File: src/tip_ram.sv
module tip_ram #(
  parameter int WIDTH = 64,
  parameter int DEPTH = 64
) (
  input  logic                     clk,
  input  logic                     wr_en,
  input  logic [$clog2(DEPTH)-1:0] wr_addr,
  input  logic [WIDTH-1:0]         wr_data,
  input  logic [$clog2(DEPTH)-1:0] rd_addr,
  output logic [WIDTH-1:0]         rd_data
);

  logic [WIDTH-1:0] mem [DEPTH];

  always_ff @(posedge clk) begin
    if (wr_en) begin
      mem[wr_addr] <= wr_data;
    end
    rd_data <= mem[rd_addr];
  end

endmodule
File: config.mk
export PLATFORM = sky130hd
export DESIGN_NAME = tip_ram
export DESIGN_NICKNAME = d
export VERILOG_FILES = /design/src/tip_ram.sv
export SDC_FILE = /design/constraint.sdc
export NUM_CORES = 2
export LEC_CHECK = 0
export ABC_CLOCK_PERIOD_IN_PS = 8450
export BUFFER_PORTS_ARGS = -buffer_cell sky130_fd_sc_hd__buf_2
export CORE_ASPECT_RATIO = 1.4
export CORE_MARGIN = 5
export CORE_UTILIZATION = 40
export CTS_CLUSTER_DIAMETER = 50
export DETAILED_ROUTE_END_ITERATION = 16
export PLACE_DENSITY = 0.64
export SLEW_MARGIN = 30
export SYNTH_ARGS = -nofsm -noshare
export SYNTH_HDL_FRONTEND = slang
export SYNTH_SLANG_ARGS = --single-unit
File: constraint.sdc
create_clock -name clk -period 8.45 [get_ports clk]
set_clock_uncertainty 0.15 [all_clocks]
set_input_delay 0.4225 -clock clk [delete_from_list [all_inputs] [get_ports clk]]
set_output_delay 0.4225 -clock clk [all_outputs]
set_load 0.05 [all_outputs]
Word level (Yosys, flattened, before mapping)
Memories as Yosys holds them, arrays and structs flattened. A register that Yosys moved wholly into a read port is not among the register bits.
Cells that the tools add are included.

storage, ports and cells
  flip-flop bits (word level) = 0
  RAM bits = 4096
  logic and storage cells = 3
  memories kept = 1

cells by class
  muxes and demuxes = 2

memories
  name  depth  bits a word  rd ports  clocked after memory_dff  write ports  line  source
  mem   64     64           1         1                         1            13    logic [WIDTH-1:0] mem [DEPTH];

operator list
  cell              number
  2-to-1 mux 1 bit  2

Depth between registers and ports, before layout
  depth after elaboration = 2
  depth in mapped cells = 9
  mapped depth without buffers = 5

Worst setup path before layout
No wires, ideal clock.

  path kind = input to register
  from = in wr_addr[3]
  to = mem mem[48][0], enable pin
  data arrival time = 5.294 ns
  slack = 2.442 ns
  stages = 4
  buffers on the path = 1
  cells stage by stage = clkbuf_1 nor2b_1 nand4b_1 nor3_1

RTL lines
  element          line  source
  start, declared  7     input logic [$clog2(DEPTH)-1:0] wr_addr,
  end, declared    13

No word-level cell before the write port.

Final worst setup path
  from = in wr_addr[1]
  to = mem mem[59][37], enable pin

No word-level cell before the write port.

==> impl_metrics.json <==
{
  "outcome": "completed",
  "synth_top_cell_area_share": 0.7867,
  "critical_path.max_stage_delay_ps": 910,
  "vdd_ir_drop_max_mv": 0.1705,
  "synth.area.top_cells": "edfxtp_1, mux4_2, mux2i_1, dfxtp_1, a22oi_1",
  "async_flop_share": 0,
  "synth_top_flop_cell": "edfxtp_1",
  "portBuffers": 141,
  "avgRoutedWirePerCell_um": 34.21,
  "detailed_place_hpwl_um": 231000,
  "clock_latency_ps": 950,
  "cts_made_buffers": 366,
  "synth_seq_cells": 4160,
  "vias": 74870,
  "floorplan.die.width_um": 538.4,
  "layoutNonFillerInstCount": 12520,
  "cp-end-kind": "flip-flop",
  "cts_sinks": 4160,
  "initial_core_util": 0.4017,
  "clock_tree.buffer_depth": 4,
  "remaining_drc_errors": 0,
  "met3_length_um": 34090,
  "final_area_um2": 177700,
  "crit_arrival_ps": 4370,
  "timing.final.hold_violations": 0,
  "die_y_um": 749.7,
  "slew_viols_final": 0,
  "seq_power_share": 0.543,
  "total_leakage_power_nw": 54.70,
  "layout.cells.most_common": "edfxtp_1",
  "hold_crit_path_type": "in -> reg",
  "timing.setup.critical_path_class": "in -> reg",
  "synth_edf_count": 4096,
  "tritoncts_clock_tree": "built",
  "ctsHtreeMaxLevel": 5,
  "switching_share": 0.2129,
  "power_frac_comb": 0.050,
  "final_nets": 7085,
  "worst_hold_path.num_cells": 1,
  "post_synthesis_sequential_area_ratio": 0.7949,
  "wirelength_met1_um": 154000,
  "dr.first_iter.drc_count": 9182,
  "mean_cell_area_of_the_mapped_netlist_um2": 23.70,
  "antenna_found_initial": 39,
  "clk_pin_slew_ps": 70,
  "p_int_mw": 33.27,
  "filler_cell_count": 31880,
  "hold_ws_ps": 87.93,
  "grt_start_max_net_pins": 157,
  "p_per_area_nw_per_um2": 237.9,
  "reg2regPathDepth": 5,
  "maxSlewHeadroom": 0.2891,
  "place_area_um2": 164400,
  "syn-cell-area_um2": 156300,
  "grt_pass1_wl_um": 599300,
  "power.total_mw": 42.27,
  "route.top_layer_used": "met5",
  "met2WireLength_um": 222400,
  "design.portCount": 142,
  "place_congestion": 0.7837,
  "drive_above_1_share": 0.2776,
  "worst-endpoint-required_ps": 8860,
  "synthesis.yosys.warnings": 0,
  "grt_pass1_vias": 76590,
  "netSwitchingPower_mw": 8.998,
  "synthToLayoutAreaGrowth_pct": 13.62,
  "cell_repeated_most_along_the_worst_path": "buf_4",
  "netlist_instances": 6598,
  "max_freq_ghz": 0.2525,
  "grt_remaining_overflow": 0,
  "floorplan.rows": 271,
  "setup_tns_ps": 0,
  "actual_slew_at_the_worst_max_slew_pin_ps": 1066,
  "gr-usage-all-layers": 0.2082,
  "postRouteAntennaNets": 0,
  "most-common-layout-cells": "edfxtp_1, mux4_2, clkbuf_16, buf_4, a22oi_1",
  "setup_repair_after_global_routing_missed_its_margin": "no",
  "drt-total-wl_um": 428400,
  "power.clock.fraction": 0.408,
  "cp_max_fo": 33,
  "synth_top_area_cell": "edfxtp_1",
  "fin_crit_sh": 0.4687,
  "startpoint_type": "input port",
  "dpl.cell_count": 11760,
  "die_area_um2": 403700,
  "cts.root.buffer_cell": "clkbuf_16",
  "core_area_um2": 389300,
  "first_pass_iters": 5,
  "drt-vias-per-instance": 5.980,
  "setup_viol": 0,
  "max-cap-violations": 0,
  "min_period_ps": 3960,
  "worst_path_slowest_cell": "nor2_4",
  "ys_types": 33,
  "syn_nets": 6676,
  "crit_path_cell_trace": "dlygate4sd3_1 -> buf_2 -> nor2b_1 -> nand3_1 -> nor2_4 -> buf_4 -> buf_4"
}
-- cells by family (layout without fill, tap and decap cells) --
group / count (synthesis) / in the layout / share of synthesized area
multiplexers: 1159 / 1159 / 0.1561
flip-flops: 4160 / 4160 / 0.7949
buffers and inverters: 389 / 1104 / 0.01180
AO/OA/AOI/OAI: 504 / 504 / 0.02477
other: 0 / 21 / 0
AND/OR/NAND/NOR: 386 / 386 / 0.01240
-- flip-flops by register name, summed over array words and instances (netlist names) --
signal	count
rd_data	64
mem	4096
-- metal layers --
layer | vias up | global-route usage
met5 | - | 0
met3 | 835 | 0.03134
met4 | 12 | 0.07778
li1 | 29280 | -
met2 | 3835 | 0.3651
met1 | 40910 | 0.2626
-- power groups by stage --
stage | clock (mW) | sequential (mW) | combinational [mW]
2_1_floorplan | 0 | 23.5 | 1.06
3_5_place_dp | 0 | 23.4 | 2.07
3_3_place_gp | 0 | 23.4 | 2.03
4_1_cts | 17.5 | 22.9 | 2.08
5_1_grt | 18.3 | 22.9 | 2.21
6_report | 17.2 | 22.9 | 2.09
-- cells in the mapped netlist, types with 3 or more instances --
cell type and count:
a211oi_1 63, or3_1 29, a22oi_1 168, nand2b_1 11, a2bb2oi_1 19, nor2b_1 28, nand3_1 45, inv_1 19
buf_6 6, a22o_1 88, nor2_1 112, o22ai_1 83, buf_1 20, buf_2 170, or2_2 28, edfxtp_1 4096
dfxtp_1 64, mux2i_1 135, a31oi_1 18, and3_1 64, clkbuf_1 140, nand2_1 58, o221ai_1 38, a41oi_1 26
mux4_2 1024, buf_4 34, and2_1 3
-- path summary, 6_finish.rpt --
path,start,end,slack (ps)
worst max-delay path,wr_addr[1],mem[59][37],4490
worst max register to register,mem[10][16],rd_data[16],6070
worst min register to register,mem[46][2],rd_data[2],640
worst min-delay path,wr_data[55],mem[31][55],90
-- per-stage QoR --
| step | utilization | worst slack, ps |
|---|---|---|
| 4_1_cts | 0.4544 | 4638 |
| 6_report | 0.4564 | 4490 |
| 2_1_floorplan | - | 2442 |
| 3_3_place_gp | 0.4214 | 4154 |
| 5_1_grt | 0.4563 | 4518 |
| 3_5_place_dp | 0.4224 | 4158 |
-- layout make-up --
cell class	count	area, um2	share of cell area
Antenna cell	21	52.55	0.0002958
Clock buffer	455	9759	0.05494
Clock inverter	219	2511	0.01414
Inverter	19	71.32	0.0004015
Multi-Input combinational cell	2049	30780	0.1733
Sequential cell	4160	124300	0.6996
Tap cell	5187	6490	0.03653
Timing Repair Buffer	411	3704	0.02085
-- timing repair --
action / 4_1_cts / 5_1_grt
hold buffers: 17 / 48
hold endpoints to repair: 857 / 3035
setup buffers: 0 / 0
gates resized for setup: 0 / 0
-- worst max-delay path, delay by kind of cell --
family | cells | cell delay (ps)
buffers and inverters | 4 | 2160
and+or+nand+nor | 3 | 1730
No activity file was read; power rests on OpenSTA's default activity.
